**src/rtl/bmpdec_pkg.sv**
```systemverilog
`default_nettype none
package bmpdec_pkg;

	typedef enum logic [2:0] {
		ST_PIXEL     = 3'd0,
		ST_EMPTY     = 3'd1,
		ST_TOO_SHORT = 3'd2,
		ST_BAD_MARK  = 3'd3,
		ST_UNSUP     = 3'd4,
		ST_TRUNC     = 3'd5
	} status_t;

	localparam logic [15:0] MIN_LEN      = 16'd54;
	localparam logic [7:0]  CHAR_B       = 8'h42;
	localparam logic [7:0]  CHAR_M       = 8'h4D;
	localparam logic [7:0]  DEPTH24      = 8'd24;
	localparam logic [7:0]  DEPTH32      = 8'd32;
	localparam logic [7:0]  ALPHA_OPAQUE = 8'd255;

	// One result item as it leaves the block.
	typedef struct packed {
		status_t     status;
		logic        last;
		logic [15:0] x_coord;
		logic [14:0] y_coord;
		logic [7:0]  red;
		logic [7:0]  green;
		logic [7:0]  blue;
		logic [7:0]  alpha;
		logic [15:0] image_width;
		logic [14:0] image_height;
	} res_t;

	// Commands from the controller to the datapath, valid for the accepted byte only.
	typedef struct packed {
		logic    emit;
		status_t status;
		logic    last;
		logic    hdr_clear;
		logic    ld_off_lo;
		logic    ld_off_hi;
		logic    ld_w_lo;
		logic    ld_w_hi;
		logic    ld_h_lo;
		logic    ld_h_hi;
		logic    ld_depth;
		logic    pix_clear;
		logic    pix_byte;
	} cmd_t;

	// Status flags from the datapath to the controller.
	typedef struct packed {
		logic        short_file;
		logic        byte_is_b;
		logic        byte_is_m;
		logic        hdr_unsup;
		logic        hdr_trunc;
		logic        hdr_empty;
		logic        off_is_min;
		logic [15:0] pixel_start;
		logic        chan_done;
		logic        row_end;
		logic        last_pixel;
		logic [1:0]  pad_amt;
	} stat_t;

endpackage
`default_nettype wire

```
**src/rtl/bmpdec_ctrl.sv**
```systemverilog
`default_nettype none
module bmpdec_ctrl (
	input  wire logic                clk,
	input  wire logic                arst_n,
	input  wire logic                acc,
	input  wire logic                eof,
	input  wire bmpdec_pkg::stat_t   stat,
	output bmpdec_pkg::cmd_t         cmd
);

	typedef enum logic [2:0] {
		PH_HEADER = 3'd0,
		PH_GAP    = 3'd1,
		PH_PIXELS = 3'd2,
		PH_PAD    = 3'd3,
		PH_DRAIN  = 3'd4
	} phase_t;

	localparam logic [15:0] POS_MARK_B = 16'd0;
	localparam logic [15:0] POS_MARK_M = 16'd1;
	localparam logic [15:0] POS_OFF_LO = 16'd10;
	localparam logic [15:0] POS_OFF_HI = 16'd11;
	localparam logic [15:0] POS_W_LO   = 16'd18;
	localparam logic [15:0] POS_W_HI   = 16'd19;
	localparam logic [15:0] POS_H_LO   = 16'd22;
	localparam logic [15:0] POS_H_HI   = 16'd23;
	localparam logic [15:0] POS_DEPTH  = 16'd28;
	localparam logic [15:0] POS_LAST   = bmpdec_pkg::MIN_LEN - 16'd1;

	phase_t              phase_q, phase_n;
	logic [15:0]         pos_q, pos_n;
	logic [1:0]          pad_q, pad_n;
	logic                err;
	bmpdec_pkg::status_t err_code;
	logic                finished;

	always_comb begin
		cmd      = '0;
		phase_n  = phase_q;
		pos_n    = pos_q;
		pad_n    = pad_q;
		err      = 1'b0;
		err_code = bmpdec_pkg::ST_PIXEL;
		finished = 1'b0;
		if (acc) begin
			case (phase_q)
				PH_HEADER: begin
					pos_n = pos_q + 16'd1;
					case (pos_q)
						POS_MARK_B: begin
							cmd.hdr_clear = 1'b1;
							if (stat.short_file) begin
								err      = 1'b1;
								err_code = bmpdec_pkg::ST_TOO_SHORT;
							end else if (!stat.byte_is_b) begin
								err      = 1'b1;
								err_code = bmpdec_pkg::ST_BAD_MARK;
							end
						end
						POS_MARK_M: begin
							if (!stat.byte_is_m) begin
								err      = 1'b1;
								err_code = bmpdec_pkg::ST_BAD_MARK;
							end
						end
						POS_OFF_LO: cmd.ld_off_lo = 1'b1;
						POS_OFF_HI: cmd.ld_off_hi = 1'b1;
						POS_W_LO:   cmd.ld_w_lo = 1'b1;
						POS_W_HI:   cmd.ld_w_hi = 1'b1;
						POS_H_LO:   cmd.ld_h_lo = 1'b1;
						POS_H_HI:   cmd.ld_h_hi = 1'b1;
						POS_DEPTH: begin
							cmd.ld_depth = 1'b1;
							if (stat.hdr_unsup) begin
								err      = 1'b1;
								err_code = bmpdec_pkg::ST_UNSUP;
							end else if (stat.hdr_trunc) begin
								err      = 1'b1;
								err_code = bmpdec_pkg::ST_TRUNC;
							end else if (stat.hdr_empty) begin
								err      = 1'b1;
								err_code = bmpdec_pkg::ST_EMPTY;
							end
						end
						POS_LAST: begin
							cmd.pix_clear = 1'b1;
							phase_n = stat.off_is_min ? PH_PIXELS : PH_GAP;
						end
						default: ;
					endcase
					if (err) begin
						cmd.emit   = 1'b1;
						cmd.status = err_code;
						cmd.last   = 1'b1;
						finished   = 1'b1;
						phase_n    = PH_DRAIN;
					end
				end
				PH_GAP: begin
					pos_n = pos_q + 16'd1;
					if ({1'b0, pos_q} + 17'd1 >= {1'b0, stat.pixel_start}) begin
						phase_n = PH_PIXELS;
					end
				end
				PH_PIXELS: begin
					cmd.pix_byte = 1'b1;
					if (stat.chan_done) begin
						cmd.emit   = 1'b1;
						cmd.status = bmpdec_pkg::ST_PIXEL;
						cmd.last   = stat.last_pixel;
						if (stat.last_pixel) begin
							finished = 1'b1;
							phase_n  = PH_DRAIN;
						end else if (stat.row_end && stat.pad_amt != 2'd0) begin
							pad_n   = stat.pad_amt;
							phase_n = PH_PAD;
						end
					end
				end
				PH_PAD: begin
					if (pad_q != 2'd0) begin
						pad_n = pad_q - 2'd1;
					end
					if (pad_q <= 2'd1) begin
						phase_n = PH_PIXELS;
					end
				end
				PH_DRAIN: ;
				default: phase_n = PH_HEADER;
			endcase
			// A file that ends early reports truncation in place of whatever this byte gave.
			if (eof) begin
				if (!finished && phase_q != PH_DRAIN) begin
					cmd.emit   = 1'b1;
					cmd.status = bmpdec_pkg::ST_TRUNC;
					cmd.last   = 1'b1;
				end
				cmd.pix_clear = 1'b1;
				phase_n       = PH_HEADER;
				pos_n         = 16'd0;
				pad_n         = 2'd0;
			end
		end
	end

	always_ff @(posedge clk or negedge arst_n) begin
		if (!arst_n) begin
			phase_q <= PH_HEADER;
			pos_q   <= 16'd0;
			pad_q   <= 2'd0;
		end else begin
			phase_q <= phase_n;
			pos_q   <= pos_n;
			pad_q   <= pad_n;
		end
	end

endmodule
`default_nettype wire

```
**src/rtl/bmpdec_dp.sv**
```systemverilog
`default_nettype none
module bmpdec_dp (
	input  wire logic               clk,
	input  wire logic               arst_n,
	input  wire logic               cfg_we,
	input  wire logic [31:0]        cfg_data,
	input  wire logic [7:0]         data_byte,
	input  wire bmpdec_pkg::cmd_t   cmd,
	output bmpdec_pkg::stat_t       stat,
	output bmpdec_pkg::res_t        res
);

	logic [31:0] file_length_q;
	logic [15:0] off_q, off_n;
	logic [15:0] w_q, w_n;
	logic [15:0] h_q, h_n;
	logic        four_q, four_n;
	logic [15:0] col_q, col_n;
	logic [14:0] row_q, row_n;
	logic [1:0]  ci_q, ci_n;
	logic [23:0] partial_q, partial_n;
	logic [23:0] pix_word;
	logic        depth_ok;

	// Size check pipeline: runs freely, settles well before the depth byte arrives.
	logic [17:0] scan3;
	logic [32:0] prod3_s1, prod4_s1;
	logic [33:0] need3_s2, need4_s2;
	logic [33:0] need_sel;

	assign scan3 = ({2'b00, w_q} * 18'd3 + 18'd3) & ~18'd3;

	always_ff @(posedge clk) begin
		prod3_s1 <= 33'(scan3) * 33'(h_q[14:0]);
		prod4_s1 <= 33'({w_q, 2'b00}) * 33'(h_q[14:0]);
		need3_s2 <= 34'(prod3_s1) + 34'(off_q);
		need4_s2 <= 34'(prod4_s1) + 34'(off_q);
	end

	always_comb begin
		off_n  = off_q;
		w_n    = w_q;
		h_n    = h_q;
		four_n = four_q;
		if (cmd.hdr_clear) begin
			off_n  = 16'd0;
			w_n    = 16'd0;
			h_n    = 16'd0;
			four_n = 1'b0;
		end
		if (cmd.ld_off_lo) off_n[7:0] = data_byte;
		if (cmd.ld_off_hi) off_n[15:8] = data_byte;
		if (cmd.ld_w_lo) w_n[7:0] = data_byte;
		if (cmd.ld_w_hi) w_n[15:8] = data_byte;
		if (cmd.ld_h_lo) h_n[7:0] = data_byte;
		if (cmd.ld_h_hi) h_n[15:8] = data_byte;
		if (cmd.ld_depth) four_n = (data_byte == bmpdec_pkg::DEPTH32);
	end

	always_comb begin
		pix_word = partial_q;
		case (ci_q)
			2'd0: pix_word[7:0] = data_byte;
			2'd1: pix_word[15:8] = data_byte;
			2'd2: pix_word[23:16] = data_byte;
			default: ;
		endcase
	end

	always_comb begin
		col_n     = col_q;
		row_n     = row_q;
		ci_n      = ci_q;
		partial_n = partial_q;
		if (cmd.pix_byte) begin
			if (stat.chan_done) begin
				col_n     = col_q + 16'd1;
				ci_n      = 2'd0;
				partial_n = 24'd0;
				if (!stat.last_pixel && stat.row_end) begin
					col_n = 16'd0;
					row_n = row_q + 15'd1;
				end
			end else begin
				ci_n      = ci_q + 2'd1;
				partial_n = pix_word;
			end
		end
		if (cmd.pix_clear) begin
			col_n     = 16'd0;
			row_n     = 15'd0;
			ci_n      = 2'd0;
			partial_n = 24'd0;
		end
	end

	always_ff @(posedge clk or negedge arst_n) begin
		if (!arst_n) begin
			file_length_q <= 32'd0;
			off_q         <= 16'd0;
			w_q           <= 16'd0;
			h_q           <= 16'd0;
			four_q        <= 1'b0;
			col_q         <= 16'd0;
			row_q         <= 15'd0;
			ci_q          <= 2'd0;
			partial_q     <= 24'd0;
		end else begin
			if (cfg_we) begin
				file_length_q <= cfg_data;
			end
			off_q     <= off_n;
			w_q       <= w_n;
			h_q       <= h_n;
			four_q    <= four_n;
			col_q     <= col_n;
			row_q     <= row_n;
			ci_q      <= ci_n;
			partial_q <= partial_n;
		end
	end

	assign depth_ok = (data_byte == bmpdec_pkg::DEPTH24) || (data_byte == bmpdec_pkg::DEPTH32);
	assign need_sel = (data_byte == bmpdec_pkg::DEPTH32) ? need4_s2 : need3_s2;

	always_comb begin
		stat.short_file  = file_length_q < {16'd0, bmpdec_pkg::MIN_LEN};
		stat.byte_is_b   = data_byte == bmpdec_pkg::CHAR_B;
		stat.byte_is_m   = data_byte == bmpdec_pkg::CHAR_M;
		stat.hdr_unsup   = !depth_ok || h_q[15] || (off_q < bmpdec_pkg::MIN_LEN);
		stat.hdr_trunc   = need_sel > {2'b00, file_length_q};
		stat.hdr_empty   = (w_q == 16'd0) || (h_q == 16'd0);
		stat.off_is_min  = off_q == bmpdec_pkg::MIN_LEN;
		stat.pixel_start = off_q;
		stat.chan_done   = four_q ? (ci_q == 2'd3) : (ci_q >= 2'd2);
		stat.row_end     = {1'b0, col_q} + 17'd1 >= {1'b0, w_q};
		stat.last_pixel  = stat.row_end && ({1'b0, row_q} + 16'd1 >= h_q);
		stat.pad_amt     = four_q ? 2'd0 : w_q[1:0];
	end

	always_comb begin
		res.status       = cmd.status;
		res.last         = cmd.last;
		res.image_width  = w_n;
		res.image_height = h_n[14:0];
		if (cmd.status == bmpdec_pkg::ST_PIXEL) begin
			res.x_coord = col_q;
			res.y_coord = h_q[14:0] - 15'd1 - row_q;
			res.red     = pix_word[23:16];
			res.green   = pix_word[15:8];
			res.blue    = pix_word[7:0];
			res.alpha   = four_q ? data_byte : bmpdec_pkg::ALPHA_OPAQUE;
		end else begin
			res.x_coord = 16'd0;
			res.y_coord = 15'd0;
			res.red     = 8'd0;
			res.green   = 8'd0;
			res.blue    = 8'd0;
			res.alpha   = 8'd0;
		end
	end

endmodule
`default_nettype wire

```
**src/rtl/bmpdec_obuf.sv**
```systemverilog
`default_nettype none
module bmpdec_obuf (
	input  wire logic              clk,
	input  wire logic              arst_n,
	input  wire logic              push,
	input  wire bmpdec_pkg::res_t  res,
	input  wire logic              out_stall,
	output logic                   full,
	output logic                   out_valid,
	output bmpdec_pkg::res_t       out_res
);

	logic             out_valid_q;
	logic             skid_valid_q;
	bmpdec_pkg::res_t out_q;
	logic             take;
	bmpdec_pkg::res_t skid_q;

	assign take = out_valid_q && !out_stall;

	always_ff @(posedge clk or negedge arst_n) begin
		if (!arst_n) begin
			out_valid_q  <= 1'b0;
			skid_valid_q <= 1'b0;
		end else if (skid_valid_q) begin
			if (take) begin
				skid_valid_q <= 1'b0;
			end
		end else if (push) begin
			if (!out_valid_q || take) begin
				out_valid_q <= 1'b1;
			end else begin
				skid_valid_q <= 1'b1;
			end
		end else if (take) begin
			out_valid_q <= 1'b0;
		end
	end

	always_ff @(posedge clk) begin
		if (skid_valid_q) begin
			if (take) begin
				out_q <= skid_q;
			end
		end else if (push) begin
			if (!out_valid_q || take) begin
				out_q <= res;
			end else begin
				skid_q <= res;
			end
		end
	end

	assign full      = skid_valid_q;
	assign out_valid = out_valid_q;
	assign out_res   = out_q;

endmodule
`default_nettype wire

```
**src/rtl/bmp_to_rgba_stream_decoder_core.sv**
```systemverilog
// BMP stream decoder: 24-bit and 32-bit BMP files in, RGBA pixels out.
// Write the file length through the cfg channel (cfg_ready is always high) before
// the first byte of a file. Bytes then arrive one per transfer on in_valid/in_stall,
// with end_of_file set on the final byte, after which the next file may follow.
// Each accepted byte gives at most one result: a pixel, or a status for an empty
// image, a too-short file, a bad mark, an unsupported header or a truncated file.
// A result is presented on out_valid from the output register, never combinationally.
// The block takes one byte per cycle while in_stall is low; the header size check is a two-stage
// multiply and add pipeline that settles between the height bytes and the depth byte.
// Results sit in an output register backed by one skid entry; when the receiver
// stalls, input keeps flowing until the skid entry fills, then in_stall rises until
// a transfer on the output side frees it.
// Reset clears the file length, all header fields and the parse position; the block
// then waits for the first byte of a file.
`default_nettype none
module bmp_to_rgba_stream_decoder_core (
	input  wire logic        clk,
	input  wire logic        arst_n,
	input  wire logic        cfg_valid,
	output logic             cfg_ready,
	input  wire logic [31:0] cfg_data,
	input  wire logic        in_valid,
	output logic             in_stall,
	input  wire logic [7:0]  data_byte,
	input  wire logic        end_of_file,
	output logic             out_valid,
	input  wire logic        out_stall,
	output logic [2:0]       status,
	output logic             last_result,
	output logic [15:0]      x_coord,
	output logic [14:0]      y_coord,
	output logic [7:0]       red,
	output logic [7:0]       green,
	output logic [7:0]       blue,
	output logic [7:0]       alpha,
	output logic [15:0]      image_width,
	output logic [14:0]      image_height
);

	logic              acc;
	logic              full;
	bmpdec_pkg::cmd_t  cmd;
	bmpdec_pkg::stat_t stat;
	bmpdec_pkg::res_t  res;
	bmpdec_pkg::res_t  out_res;

	assign cfg_ready = 1'b1;
	assign in_stall  = full;
	assign acc       = in_valid && !full;

	bmpdec_ctrl u_ctrl (
		.clk    (clk),
		.arst_n (arst_n),
		.acc    (acc),
		.eof    (end_of_file),
		.stat   (stat),
		.cmd    (cmd)
	);

	bmpdec_dp u_dp (
		.clk       (clk),
		.arst_n    (arst_n),
		.cfg_we    (cfg_valid && cfg_ready),
		.cfg_data  (cfg_data),
		.data_byte (data_byte),
		.cmd       (cmd),
		.stat      (stat),
		.res       (res)
	);

	bmpdec_obuf u_obuf (
		.clk       (clk),
		.arst_n    (arst_n),
		.push      (cmd.emit),
		.res       (res),
		.out_stall (out_stall),
		.full      (full),
		.out_valid (out_valid),
		.out_res   (out_res)
	);

	assign status       = out_res.status;
	assign last_result  = out_res.last;
	assign x_coord      = out_res.x_coord;
	assign y_coord      = out_res.y_coord;
	assign red          = out_res.red;
	assign green        = out_res.green;
	assign blue         = out_res.blue;
	assign alpha        = out_res.alpha;
	assign image_width  = out_res.image_width;
	assign image_height = out_res.image_height;

	// The skid entry only fills behind a held output register.
	a_skid_behind_out: assert property (@(posedge clk) disable iff (!arst_n)
		in_stall |-> out_valid)
		else $error("skid entry holds a result while the output register is empty");

	// Anything other than a pixel ends the file's results.
	a_status_is_last: assert property (@(posedge clk) disable iff (!arst_n)
		(out_valid && status != bmpdec_pkg::ST_PIXEL) |-> last_result)
		else $error("non-pixel result without last_result");

	// A result appears only after a byte transfer.
	a_result_from_byte: assert property (@(posedge clk) disable iff (!arst_n)
		$rose(out_valid) |-> $past(in_valid && !in_stall))
		else $error("result presented without an accepted byte");

	// Input back-pressure starts only while the receiver holds a result.
	a_stall_cause: assert property (@(posedge clk) disable iff (!arst_n)
		$rose(in_stall) |-> $past(out_valid && out_stall))
		else $error("in_stall rose without an output stall");

endmodule
`default_nettype wire

```
**config.mk**
```make
export PLATFORM = sky130hd
export DESIGN_NAME = bmp_to_rgba_stream_decoder_core
export DESIGN_NICKNAME = d
export VERILOG_FILES = /design/src/rtl/bmpdec_pkg.sv /design/src/rtl/bmpdec_ctrl.sv /design/src/rtl/bmpdec_dp.sv /design/src/rtl/bmpdec_obuf.sv /design/src/rtl/bmp_to_rgba_stream_decoder_core.sv
export SDC_FILE = /design/constraint.sdc
export NUM_CORES = 2
export LEC_CHECK = 0
export ABC_AREA = 1
export BUFFER_PORTS_ARGS = -buffer_cell sky130_fd_sc_hd__buf_2
export CAP_MARGIN = 20
export CORE_MARGIN = 4
export CORE_UTILIZATION = 55
export CTS_BUF_LIST = sky130_fd_sc_hd__clkbuf_8
export DETAILED_ROUTE_END_ITERATION = 10
export GPL_ROUTABILITY_DRIVEN = 0
export GPL_TIMING_DRIVEN = 0
export PLACE_DENSITY_LB_ADDON = 0.2
export SYNTH_ARGS = -nofsm -noshare
export SYNTH_HDL_FRONTEND = slang
export SYNTH_HIERARCHICAL = 1
export SYNTH_SLANG_ARGS = --single-unit
```
**constraint.sdc**
```tcl
create_clock -name clk -period 18.45 [get_ports clk]
set_input_delay 1.845 -clock clk [delete_from_list [all_inputs] [get_ports clk]]
set_output_delay 1.845 -clock clk [all_outputs]
set_load 0.02 [all_outputs]
```
==> flow_summary.yaml <==
min_path:
  worst_hold_path_type: "reg -> reg"
  min_from: "u_dp/off_q[0]$_DFFE_PN0P_"
sta:
  max_slew_margin_pct: 17.92
  rsz0062_at_grt: "false"
  max_freq_mhz: 110.9
  hold_violations: 0
  hold_ws_ns: 0.4527
  fin_crit_sh_pct: 48.88
  min_period_ns: 9.018
  setup-violations-final: 0
  maxSlewViolCount: 0
  worstMarginPinSlew_ns: 1.220
  setup_tns_ns: 0
  finClkSkew_ns: 0.05090
placement:
  dpl_cell_area_um2: 43360
  dp_hpwl_um: 92820
  numPortBuffers: 144
clocking:
  cts-root-buf: "clkbuf_8"
  hold_buffers: 0
  ctsResizeCount: 0
  path_clk_slew_ns: 0.06
  clock_path_buffers: 3
  post_cts_buffers: 0
  h-tree-depth: 3
  numCtsBuffers: 83
  cts_sinks: 485
  clkLatencyLatePin_ns: 0.71
  tritoncts: "yes"
logic_synthesis:
  synth_area_um2: 41290
  ys_ff_latch: 485
  synthAdderAreaFrac_pct: 28.54
  syn_avg_cell_area_um2: 8.292
  synthDistinctLibCells: 62
  synth_xor_area_share_pct: 3.024
  ys.flop_type: "edfxtp_1"
  synth_fp_nets: 5750
  synth_warnings: 6
  synth_top_family_by_area: "adder cells"
  synthSimpleGateAreaFrac_pct: 20.77
  synthArstFlopShare_pct: 33.20
  synth-compound-area-share_pct: 6.472
  muxShareOfSynthArea_pct: 0.8454
  synth-edff-count: 196
  syn_inst: 4980
  ys_seq_area_share_pct: 30.21
cells_and_area:
  stdcell_area_um2: 44970
  area_delta_synth_final_pct: 8.902
  num-nets-final: 5986
  drive_above_1_share_pct: 8.278
global_route:
  grt_overflow_total: 0
  grt_max_degree: 101
  grt_usage_pct: 29.23
  antenna_found_initial: 5
  grt_pass1_vias: 33413
  grt_pass1_wl_um: 181600
route:
  wl_per_cell_um: 18.54
  num_vias: 34448
  drcViolationCount: 0
  drt-vias-per-instance: 5.510
  first_pass_iters: 9
  first_iter_violations: 3346
  drtAntennaViolNets: 0
  routed_wirelength_um: 115900
run_status:
  status: "finished clean"
critical_path:
  startpoint_type: "flop"
  slowest_delay_ns: 0.85
  cp-startpoint: "u_dp/w_q[3]$_DFF_PN0_"
  cp_slowest_cell: "xor2_1"
  r2r_start: "u_dp/w_q[3]$_DFF_PN0_"
  critPathCaptureType: "flop"
  critPathArrivalTime_ns: 9.59
  setup.worst_path.class: "reg -> reg"
  path_max_fanout: 10
  required_ns: 19.02
die:
  coreArea_um2: 74450
  pin_count: 147
  die_h_um: 282.0
  rows: 100
  die_area_um2: 79530
  die_w_um: 282.0
  initial_core_util_pct: 55.47
run:
  maxCapViolCount: 0
power:
  ir_worst_vdd_uv: 72.89
  powerDensity_nw_per_um2: 85.27
  p_leak_uw: 0.02359
-- synthesized netlist by cell type (5+ instances only) --
cell | n | area share (%)
inv_1 | 858 | 7.8
edfxtp_1 | 196 | 14
clkinv_1 | 9 | 0.082
xnor2_1 | 28 | 0.59
clkbuf_1 | 105 | 0.95
a211oi_1 | 9 | 0.16
o21ai_1 | 12 | 0.15
nor4_1 | 22 | 0.33
o22ai_1 | 29 | 0.44
ha_1 | 361 | 11
o211ai_1 | 9 | 0.16
nand2_1 | 1210 | 11
o21bai_1 | 13 | 0.24
nor3_1 | 50 | 0.61
mux2_2 | 31 | 0.85
xor2_1 | 109 | 2.3
dfxtp_1 | 128 | 6.2
nand4_1 | 59 | 0.89
nand3b_1 | 10 | 0.18
buf_1 | 11 | 0.10
dfrtp_1 | 161 | 9.8
nor2_2 | 9 | 0.14
o21ai_0 | 200 | 2.4
buf_6 | 13 | 0.35
a21oi_1 | 162 | 2.0
inv_2 | 13 | 0.12
nand2_2 | 21 | 0.32
a21o_1 | 12 | 0.22
nand3_1 | 223 | 2.7
nand2_4 | 5 | 0.14
nor2_1 | 426 | 3.9
buf_2 | 22 | 0.27
or2_2 | 6 | 0.091
o31ai_1 | 7 | 0.13
a31oi_1 | 12 | 0.18
fa_1 | 363 | 18
o21a_1 | 5 | 0.091
buf_4 | 24 | 0.44
-- per-stage QoR --
step                      setup WS, ns  std cells  total power (uW)  utilization (%)
after floorplan                  9.023       4980              2440                -
after global placement           5.838       6093              2868            58.07
after detailed placement         9.597       6100              2879            58.24
after CTS                        9.559       6248              3849            60.39
after global routing             8.970       6251              4058            60.40
final                            9.432       6252              3835            60.41
-- area by class of cell --
cell class | instances | area (um2)
Timing Repair Buffer | 151 | 840.8
Tap cell | 969 | 1212
Buffer | 175 | 872.1
Sequential cell | 485 | 12480
Multi-Input combinational cell | 3439 | 24640
Inverter | 881 | 3312
Clock inverter | 58 | 364.1
Clock buffer | 90 | 1239
Fill cell | 6639 | 29480
Antenna cell | 4 | 10.01
-- metal layers --
| layer | global-route usage (%) | share of wire [%] | vias to the layer above | routed length (um) |
|---|---|---|---|---|
| met3 | 6.174 | 9.0 | 279 | 10450 |
| met2 | 45.61 | 45 | 1470 | 52300 |
| met5 | 0 | 0 | - | 0 |
| met4 | 10.39 | 3.8 | 0 | 4355 |
| met1 | 40.74 | 42 | 16568 | 48830 |
| li1 | - | - | 16131 | - |
-- registers in the layout, indices dropped and copies added, names as in the netlist --
signal	count
u_ctrl/pad_q	2
u_ctrl/phase_q	3
u_ctrl/pos_q	16
u_dp/ci_q	2
u_dp/col_q	16
u_dp/file_length_q	32
u_dp/four_q	1
u_dp/h_q	16
u_dp/need3_s2	32
u_dp/need4_s2	34
u_dp/off_q	16
u_dp/partial_q	24
u_dp/prod3_s1	31
u_dp/prod4_s1	31
u_dp/row_q	15
u_dp/w_q	16
u_obuf/full	1
u_obuf/out_res	98
u_obuf/out_valid	1
u_obuf/skid_q	98
-- path summary, 6_finish.rpt --
| kind | endpoint | slack (ns) | cells after the start |
|---|---|---|---|
| worst max-delay path | u_dp/prod3_s1[32]$_DFF_P_ | 9.43 | 29 |
| worst min-delay path | u_dp/need4_s2[0]$_DFF_P_ | 0.45 | 0 |
| worst max register to register | u_dp/prod3_s1[32]$_DFF_P_ | 9.43 | 29 |
| worst min register to register | u_dp/need4_s2[0]$_DFF_P_ | 0.45 | 0 |
| max in group asynchronous | u_dp/off_q[5]$_DFFE_PN0P_ | 16.36 | 2 |
| min in group asynchronous | u_dp/w_q[14]$_DFF_PN0_ | 1.14 | 1 |
-- placed cells by master (no fill, tap or decap), types with 59 or more instances in the layout --
cell and instances:
inv_1 876, dfxtp_1 128, o21ai_0 200, clkbuf_1 105, xor2_1 109, dfrtp_1 161
a21oi_1 162, nor2_1 425, nand4_1 59, fa_1 363, buf_2 168, nand3_1 223
clkbuf_8 90, edfxtp_1 196, nand2_1 1210, ha_1 361
-- worst max-delay path: cells and delay by family (launching register included) --
kind / cells / cell delay (ns)
AO/OA/AOI/OAI: 4 / 0.68
XOR/XNOR: 1 / 0.85
adder cells (fa/ha/maj): 9 / 4.23
buffers and inverters: 8 / 1.98
flip-flops: 1 / 0.38
AND/OR/NAND/NOR: 7 / 0.76
-- power breakdown --
part	switching, uW	internal (uW)	leakage [uW]
combinational	983	397	0.0177
sequential	76.4	1420	0.00504
clock	461	496	0.000898
-- kinds of logic after synthesis --
kind of cell    after synthesis
other cells                   1
fa+ha+maj                   724
buf+inv                    1056
compound gates              483
mux                          31
xor+xnor                    140
simple gates               2060
flops                       485
No activity file was read; power rests on OpenSTA's default activity.
